File: src/design/rri_pkg.sv
// Shared types and constants for the ray/rectangle intersection core.
package rri_pkg;

  localparam int DIV_STEPS = 33;           // quotient bits produced by the divider chain
  localparam int DIV_LANES = 4;            // lane 0: distance t, lanes 1..3: x, y, z offsets
  localparam int REM_W     = 33;           // partial remainder width
  localparam int DIVD_W    = 58;           // dividend width

  localparam logic [2:0] REG_CORNER = 3'd0;
  localparam logic [2:0] REG_EDGE_A = 3'd1;
  localparam logic [2:0] REG_EDGE_B = 3'd2;
  localparam logic [2:0] REG_NORMAL = 3'd3;
  localparam logic [2:0] REG_LEN_A  = 3'd4;
  localparam logic [2:0] REG_LEN_B  = 3'd5;

  typedef logic [DIV_LANES-1:0][REM_W-1:0]     rem_vec_t;
  typedef logic [DIV_LANES-1:0][DIV_STEPS-1:0] quo_vec_t;

  // Sideband that rides along with each ray through the divider chain.
  typedef struct packed {
    logic                  miss;
    logic [DIV_LANES-1:0]  ovf;
    logic [2:0][15:0]      org;
    logic [2:0]            dneg;
  } side_t;

endpackage

File: src/design/rri_div_stage.sv
// One restoring-division step for all lanes, registered.
module rri_div_stage (
  input  logic               clk,
  input  logic               rst,
  input  logic               in_valid,
  input  logic [31:0]        in_den,
  input  rri_pkg::rem_vec_t  in_rem,
  input  rri_pkg::quo_vec_t  in_quo,
  input  rri_pkg::side_t     in_side,
  output logic               out_valid,
  output logic [31:0]        out_den,
  output rri_pkg::rem_vec_t  out_rem,
  output rri_pkg::quo_vec_t  out_quo,
  output rri_pkg::side_t     out_side
);

  logic [rri_pkg::DIV_LANES-1:0][33:0] trial;
  logic [rri_pkg::DIV_LANES-1:0]       ge;
  logic [rri_pkg::DIV_LANES-1:0][33:0] diff;

  always_comb begin
    for (int i = 0; i < rri_pkg::DIV_LANES; i++) begin
      trial[i] = {in_rem[i], in_quo[i][rri_pkg::DIV_STEPS-1]};
      diff[i]  = trial[i] - {2'b0, in_den};
      ge[i]    = (trial[i] >= {2'b0, in_den});
    end
  end

  always_ff @(posedge clk) begin
    if (rst) begin
      out_valid <= 1'b0;
    end else begin
      out_valid <= in_valid;
    end
    out_den  <= in_den;
    out_side <= in_side;
    for (int i = 0; i < rri_pkg::DIV_LANES; i++) begin
      out_rem[i] <= ge[i] ? diff[i][32:0] : trial[i][32:0];
      out_quo[i] <= {in_quo[i][rri_pkg::DIV_STEPS-2:0], ge[i]};
    end
  end

endmodule

File: config.mk
export PLATFORM = sky130hd
export DESIGN_NAME = rri_div_stage
export DESIGN_NICKNAME = d
export VERILOG_FILES = /design/src/design/rri_pkg.sv /design/src/design/rri_div_stage.sv
export SDC_FILE = /design/constraint.sdc
export NUM_CORES = 1
export LEC_CHECK = 0
export BUFFER_PORTS_ARGS = -buffer_cell sky130_fd_sc_hd__clkbuf_2
export CAP_MARGIN = 20
export CORE_AREA = 2 2 272 274
export CTS_CLUSTER_DIAMETER = 30
export DETAILED_ROUTE_END_ITERATION = 10
export DIE_AREA = 0 0 274 276
export PLACE_DENSITY = 0.52
export SETUP_SLACK_MARGIN = 0.5
export SLEW_MARGIN = 10
export SYNTH_ARGS = -nofsm -noshare
export SYNTH_HDL_FRONTEND = slang
export SYNTH_SLANG_ARGS = --single-unit
File: constraint.sdc
create_clock -name clk -period 4.16 [get_ports clk]
set_input_delay 0.416 -clock clk [delete_from_list [all_inputs] [get_ports clk]]
set_output_delay 0.416 -clock clk [all_outputs]
set_load 0.02 [all_outputs]
# == Word-level counts from Yosys, hierarchy flattened ==
# Index checks and enable logic that the tools add are counted.
# W data, S select, Z words.
# word_totals
reg_bits,353
inputBits,355
output_inout_bits,353
wordCells,28
# op_classes
n_addsub,4
magnitude_cmp,4
muxes,4
# op_table
cell,count
$ge A34 B32 Y1,4
$mux W33,4
$sub A33 B32 Y33,4

# == Longest topological paths before layout ==
# Gate-level depths: netlist of the first run.
# logic_depth
word_depth,2
depth_mapped,15
depth_no_buf,13

# == Worst setup path before layout of the first run ==
# No wires, ideal clock.
# synth_path
path_kind,in2reg
start,input in_den[1]
end,register out_rem[93] (netlist bit)
setup_ns,0.121
arrival_ns,3.171
t_required_ns,4.039
path_slack_ns,0.867
cell_stages,11
path_buffers,1
cell_sequence,inv_1 fa_1 a21o_1 a311oi_1 o31a_2 o211ai_4 a2111oi_4 nor3_1 a2111o_1 buf_4 mux2_4
# synth_between
elab_chain_cells,2
word_cells_on_any_way,3
classes_between,add/sub (1); order compare (1); mux (1)
# synth_lines
item,line,rtl
from (decl),rri_div_stage.sv:6,"input logic [31:0] in_den,"
$sub A33 B32 Y33 / $ge A34 B32 Y1 (equally long branches),"rri_div_stage.sv:24, rri_div_stage.sv:25",
$mux W33 (*),rri_div_stage.sv:38,out_rem[i] <= ge[i] ? diff[i][32:0] : trial[i][32:0];
"to (signal, indexed assignment)",rri_div_stage.sv:38,
to (decl),rri_div_stage.sv:12,"output rri_pkg::rem_vec_t out_rem,"
# Every way passes the cells marked *; elsewhere a longest branch is shown, timed or not.
# A chain may end at the register's enable or synchronous reset.

# == Final worst setup path of the first run ==
# layout_path
start,input in_den[4]
end,register out_rem[70] (netlist bit)
# The elaborated chain is that of the path after synthesis.

==> impl_metrics.yaml, run 1 <==
status:
  status: "completed"
routing:
  dr.pass1.iters: 5
  num_vias: 15831
  postRouteAntennaNets: 0
  drt_iter0_markers: 592
  drc: 0
  wl_per_cell_um: 22.0
  vias_per_cell: 4.31
  wirelength_mm: 80.9
grt:
  globalRouteOverflowTotal: 0
  grt_usage_pct: 20.6
  grt_pass1_vias: 16353
  antenna_found_initial: 38
  grt_max_degree: 52
  grt_pass1_wl_mm: 111
clocking:
  cts_max_level: 3
  cts_sinks: 353
  cts_tree: "done"
  cts-root-buf: "clkbuf_16"
  cts.path.max_buffers: 3
  numCtsBuffers: 102
  path_clk_slew_ns: 0.04
synth:
  synthArstFlopShare_pct: 0
  synth.distinct_cells: 64
  synth.ff_latch_count: 353
  synthCells: 1570
  avgSynthCellArea_um2: 9.68
  synth_area_leaders: "dfxtp_1, ha_1, a21oi_1, xnor2_1, nand2_1"
  synth_fp_nets: 2057
  synth_ff_type: "dfxtp_1"
  ys_seq_area_share_pct: 46.5
  synth_top_area_share_pct: 46.5
  yosysTopAreaCell: "dfxtp_1"
  synth_warnings: 0
  synth_edf_count: 0
  netlist_area_um2: 15200
timing:
  slew_violations: 0
  timing.fmax_mhz: 281
  whs_ns: 0.0350
  fin_crit_ns: 3.56
  finalHoldViolCount: 0
  setup_violations: 0
  tns_ns: 0
  tightestPinTransition_ns: 0.603
  rsz0062_at_grt: "true"
  period_share_pct: 85.5
  relSlewSlack_pct: 59.7
power:
  power_density_nw_per_um2: 591
  p_total_uw: 15600
  power.leakage_uw: 0.0127
  irDropWorstVdd_mv: 0.413
worst_hold_path:
  hold-path-cell-count: 3
  hold_path_class: "in2reg"
  worstHoldStart: "in_rem[60]"
  hold_path_end: "out_rem[61]"
worst_setup_path:
  crit_chain: "dlygate4sd3_1 > clkbuf_2 > inv_1 > ha_1 > a21o_1 > a311oi_2 > o31a_4 > o211ai_4 > a2111oi_4 > nor3_1 > a2111o_2 > buf_12 > mux2_4"
  path_class: "in2reg"
  path_max_fanout: 51
  critical_path.startpoint_type: "input pin"
  cpLargestDelayFamily: "compound AO/OA/AOI/OAI gates"
  cp.required_ns: 4.68
  max_stage_delay_ns: 0.55
  crit_buf_inv: 4
  endpoint_kind: "flip-flop"
  cp.arrival_ns: 4.08
  slowest_stage: "dlygate4sd3_1"
job:
  maxCapViolCount: 0
die:
  start_util_pct: 20.9
  coreArea_um2: 72600
  dieHeight_um: 276
  fp.dieArea_um2: 75600
  num_io_pins: 708
  num_rows: 99
  dieWidth_um: 274
placement:
  hpwl_mm: 66.8
  portBuffers: 707
  placed_cells: 3221
  place.gp.congestion: 0.887
cells_and_area:
  drive_gt1_share_pct: 37.0
  fin_nets: 3091
  final_common_cell: "clkbuf_2"
  layout.cells.non_filler: 3671
  final_cell_mix: "clkbuf_2, dfxtp_1, dlygate4sd3_1"
  fill_cells: 7425
  synthToLayoutAreaGrowth_pct: 73.9
==> worst max-delay path by stage <==
stage,depth (start not counted),startpoint,endpoint,slack (ns)
global placement,13,in_den[1],out_rem[1],0.36
global route,14,in_den[4],out_rem[15],0.49
floorplan,11,in_den[1],out_rem[93],0.87
CTS,13,in_den[5],out_rem[115],0.52
finish,13,in_den[4],out_rem[70],0.60
detailed placement,12,in_den[1],out_rem[108],0.30
==> synthesized netlist by cell type, types with 14 or more instances <==
cell type / count
xor2_1: 37
nand2_1: 120
a21o_1: 58
o21bai_1: 23
dfxtp_1: 353
xnor2_1: 72
mux2_4: 14
nand4_1: 22
inv_1: 70
ha_1: 128
o21ai_0: 84
mux2_2: 27
nor2_1: 118
nand3_1: 27
clkbuf_1: 30
a21oi_1: 181
==> area by class of cell <==
type / count / area [µm²] / area share, %
clock inverter: 72 / 1140 / 4.33
tap: 959 / 1200 / 4.54
timing repair buffer: 973 / 6170 / 23.4
multi-input combinational: 1104 / 7780 / 29.4
antenna: 20 / 50.0 / 0.189
clock buffer: 120 / 2740 / 10.4
sequential: 353 / 7070 / 26.7
inverter: 70 / 278 / 1.05
==> power by group <==
| group | switching [µW] | internal [µW] | total, µW | leakage, µW |
|---|---|---|---|---|
| Clock | 2540 | 6170 | 8700 | 0.00187 |
| Sequential | 145 | 3800 | 3950 | 0.00298 |
| Combinational | 1810 | 1170 | 2980 | 0.00781 |
==> logic make-up after synthesis <==
logic type | share of synthesized area [%]
flip-flops | 46.5
multiplexers | 3.51
AO/OA/AOI/OAI | 18.7
XOR/XNOR | 6.28
adder cells (fa/ha/maj) | 11.1
buffers and inverters | 3.01
AND/OR/NAND/NOR | 10.9
==> metrics by stage <==
| step | setup slack (ns) | util [%] | instance area [µm²] |
|---|---|---|---|
| 6_report | 0.602 | 36.4 | 26400 |
| 5_1_grt | 0.493 | 36.4 | 26400 |
| 4_1_cts | 0.516 | 36.2 | 26300 |
| 3_5_place_dp | 0.295 | 27.6 | 20000 |
| 3_3_place_gp | 0.360 | 27.6 | 20000 |
| 2_1_floorplan | 0.867 | - | 15200 |
==> flip-flops by register name, indices dropped and copies added (netlist names) <==
name / cells
out_side: 56
out_rem: 132
out_quo: 132
out_valid: 1
out_den: 32
==> per-layer routing <==
metal / vias up / GRT usage, % / routed length, µm
met5: - / 1.03 / 226
met4: 34 / 11.4 / 4220
met3: 187 / 7.23 / 6160
met2: 575 / 37.6 / 41300
met1: 7312 / 20.0 / 28900
li1: 7723 / - / -
==> what timing repair did <==
action / 4_1_cts / 5_1_grt
hold buffers: 235 / 0
resized for setup: 0 / 22
buffers inserted: 0 / 3
endpoints found under the setup margin: 0 / 77
endpoints found under the hold margin: 234 / 0
No activity file was read; power rests on OpenSTA's default activity.
==> run 2, diff against run 1 <==
Settings changed: ABC_AREA set to 1, CORE_AREA 2 2 272 274 to 2 2 276 278, DIE_AREA 0 0 274 276 to 0 0 278 280, PLACE_DENSITY 0.52 to 0.58.
==> impl_metrics.yaml, run 2 <==
status:
  status: "completed"
routing:
  drt_iter0_markers: 1623
  num_vias: 22925
  wl_per_cell_um: 22.1
  drc: 0
  vias_per_cell: 4.48
  postRouteAntennaNets: 0
  wirelength_mm: 113
  dr.pass1.iters: 6
cells_and_area:
  final_cell_mix: "nand2_1, clkbuf_2, inv_1"
  fill_cells: 7916
  top_regs: "out_quo: 132 flops, out_rem: 132 flops, out_side: 56 flops"
  final_common_cell: "nand2_1"
  synthToLayoutAreaGrowth_pct: 52.6
  drive_gt1_share_pct: 23.2
  fin_nets: 4531
timing:
  slew_violations: 0
  relSlewSlack_pct: 37.5
  tightestPinTransition_ns: 0.936
  timing.fmax_mhz: 333
  rsz0062_at_grt: "false"
  tns_ns: 0
  finalHoldViolCount: 0
  setup_violations: 0
  fin_crit_ns: 3.01
  period_share_pct: 72.3
clocking:
  cts_tree: "done"
  ctsResizeCount: 0
  path_clk_slew_ns: 0.05
  cts_hold_buf: 220
  cts_max_level: 3
  cts-root-buf: "clkbuf_16"
  cts_sinks: 353
  numCtsBuffers: 98
  cts_setup_buffers: 0
  cts.path.max_buffers: 3
synth:
  synth_ff_type: "dfxtp_1"
  synth.most_common_cell: "nand2_1"
  ys_seq_area_share_pct: 35.6
  ys_top_cells_by_count: "nand2_1, inv_1, dfxtp_1"
  synth_warnings: 0
  synth_fp_nets: 3540
  synth_area_leaders: "dfxtp_1, nand2_1, inv_1, ha_1, nand4_1"
  synthCells: 3053
  synth_edf_count: 0
  synth.ff_latch_count: 353
  netlist_area_um2: 19800
  synthArstFlopShare_pct: 0
  avgSynthCellArea_um2: 6.49
  yosysTopAreaCell: "dfxtp_1"
  synth.distinct_cells: 29
  synth_top_area_share_pct: 35.6
die:
  num_io_pins: 708
  num_rows: 101
  start_util_pct: 26.4
  fp.dieArea_um2: 77800
  coreArea_um2: 75200
  dieWidth_um: 278
  dieHeight_um: 280
worst_hold_path:
  hold_path_class: "in2reg"
  hold-path-cell-count: 3
power:
  irDropWorstVdd_mv: 0.339
  power_switching_uw: 5060
  internal-power_uw: 10500
  switching_share_pct: 32.6
  p_clk_share_pct: 52.8
  power.leakage_uw: 0.0175
  pwr-share-seq_pct: 25.6
  p_comb_share_pct: 21.7
  power_density_nw_per_um2: 513
  p_total_uw: 15500
grt:
  globalRouteOverflowTotal: 0
  grt_pass1_vias: 22335
  grt_usage_pct: 28.2
  antenna_found_initial: 29
  grt_pass1_wl_mm: 156
  grt_max_degree: 35
worst_setup_path:
  endpoint_kind: "flip-flop"
  cp.arrival_ns: 3.53
  cp.required_ns: 4.68
  path_max_fanout: 34
  path_class: "in2reg"
  critical_path.startpoint_type: "input pin"
job:
  maxCapViolCount: 0
placement:
  place.gp.congestion: 0.962
  portBuffers: 707
  hpwl_mm: 93.3
## run 2: changes by cell type after synthesis, sizes merged, moves of 41 or more
cell   previous run  this run
inv              70       574
a21oi           181        79
nor2            118       171
mux2             41         0
o21ai            88         4
nand4            22       144
xnor2            72         0
a21o             58         4
nand3            27       130
nand2           120      1298
## run 2: critical path, stage by stage
cell and delay, ns:
dlygate4sd3_1 0.57, clkbuf_2 0.12, inv_1 0.44, ha_1 0.40, nand2_2 0.15, inv_1 0.05
nand2_1 0.06, nand2_1 0.06, inv_1 0.07, nand3_2 0.13, nand2_1 0.12, nand2_1 0.08
nand2_2 0.20, nand3_4 0.39, nand2_1 0.18, nand2_1 0.07
## run 2: metrics by stage
stage	hold WS [ns]	std cells	cell area, µm²	setup WS, ns	utilization (%)
6_report	0.0401	5120	30300	1.15	40.2
3_5_place_dp	0.520	4702	24400	1.11	32.4
2_1_floorplan	0.444	3053	19800	2.15	-
5_1_grt	0.0208	5115	30200	0.915	40.2
4_1_cts	0.00499	5107	30200	1.18	40.2
3_3_place_gp	0.519	4702	24400	1.11	32.4
## run 2: cells by family (layout without fill, tap and decap cells)
family	after synthesis	in the layout	share of synthesized area, %
AND/OR/NAND/NOR	1792	1792	38.3
buffers and inverters	625	1701	12.5
flip-flops	353	353	35.6
adder cells (fa/ha/maj)	132	132	8.48
AO/OA/AOI/OAI	91	91	2.40
XOR/XNOR	60	60	2.65
other	0	13	0
## run 2: metal layers
| metal | global-route usage [%] | routed length (µm) |
|---|---|---|
| met1 | 33.2 | 46000 |
| met2 | 46.1 | 51900 |
| met3 | 7.15 | 7720 |
| met4 | 17.2 | 7440 |
| met5 | 0 | 143 |
## run 2: power by group through the flow
stage	clock network, µW	logic [µW]	registers [µW]
after floorplan	0	1390	4430
after global placement	0	3160	4030
after detailed placement	0	3150	4020
after CTS	8290	3360	3970
after global routing	8480	3660	3980
final	8180	3360	3960
## run 2: layout make-up
cell class,count,area (µm²),area share [%]
multi-input cells,2075,10300,34.0
flip-flops and latches,353,7070,23.4
repair buffers,942,5850,19.3
clock buffers,120,2690,8.88
inverters,574,2150,7.12
well taps,978,1220,4.04
clock inverters,65,958,3.17
diodes,13,32.5,0.108
## run 2: path summary, 6_finish.rpt
check       start          end  slack [ns]
min    in_rem[10]  out_rem[11]        0.04
max     in_den[9]  out_rem[42]        1.15
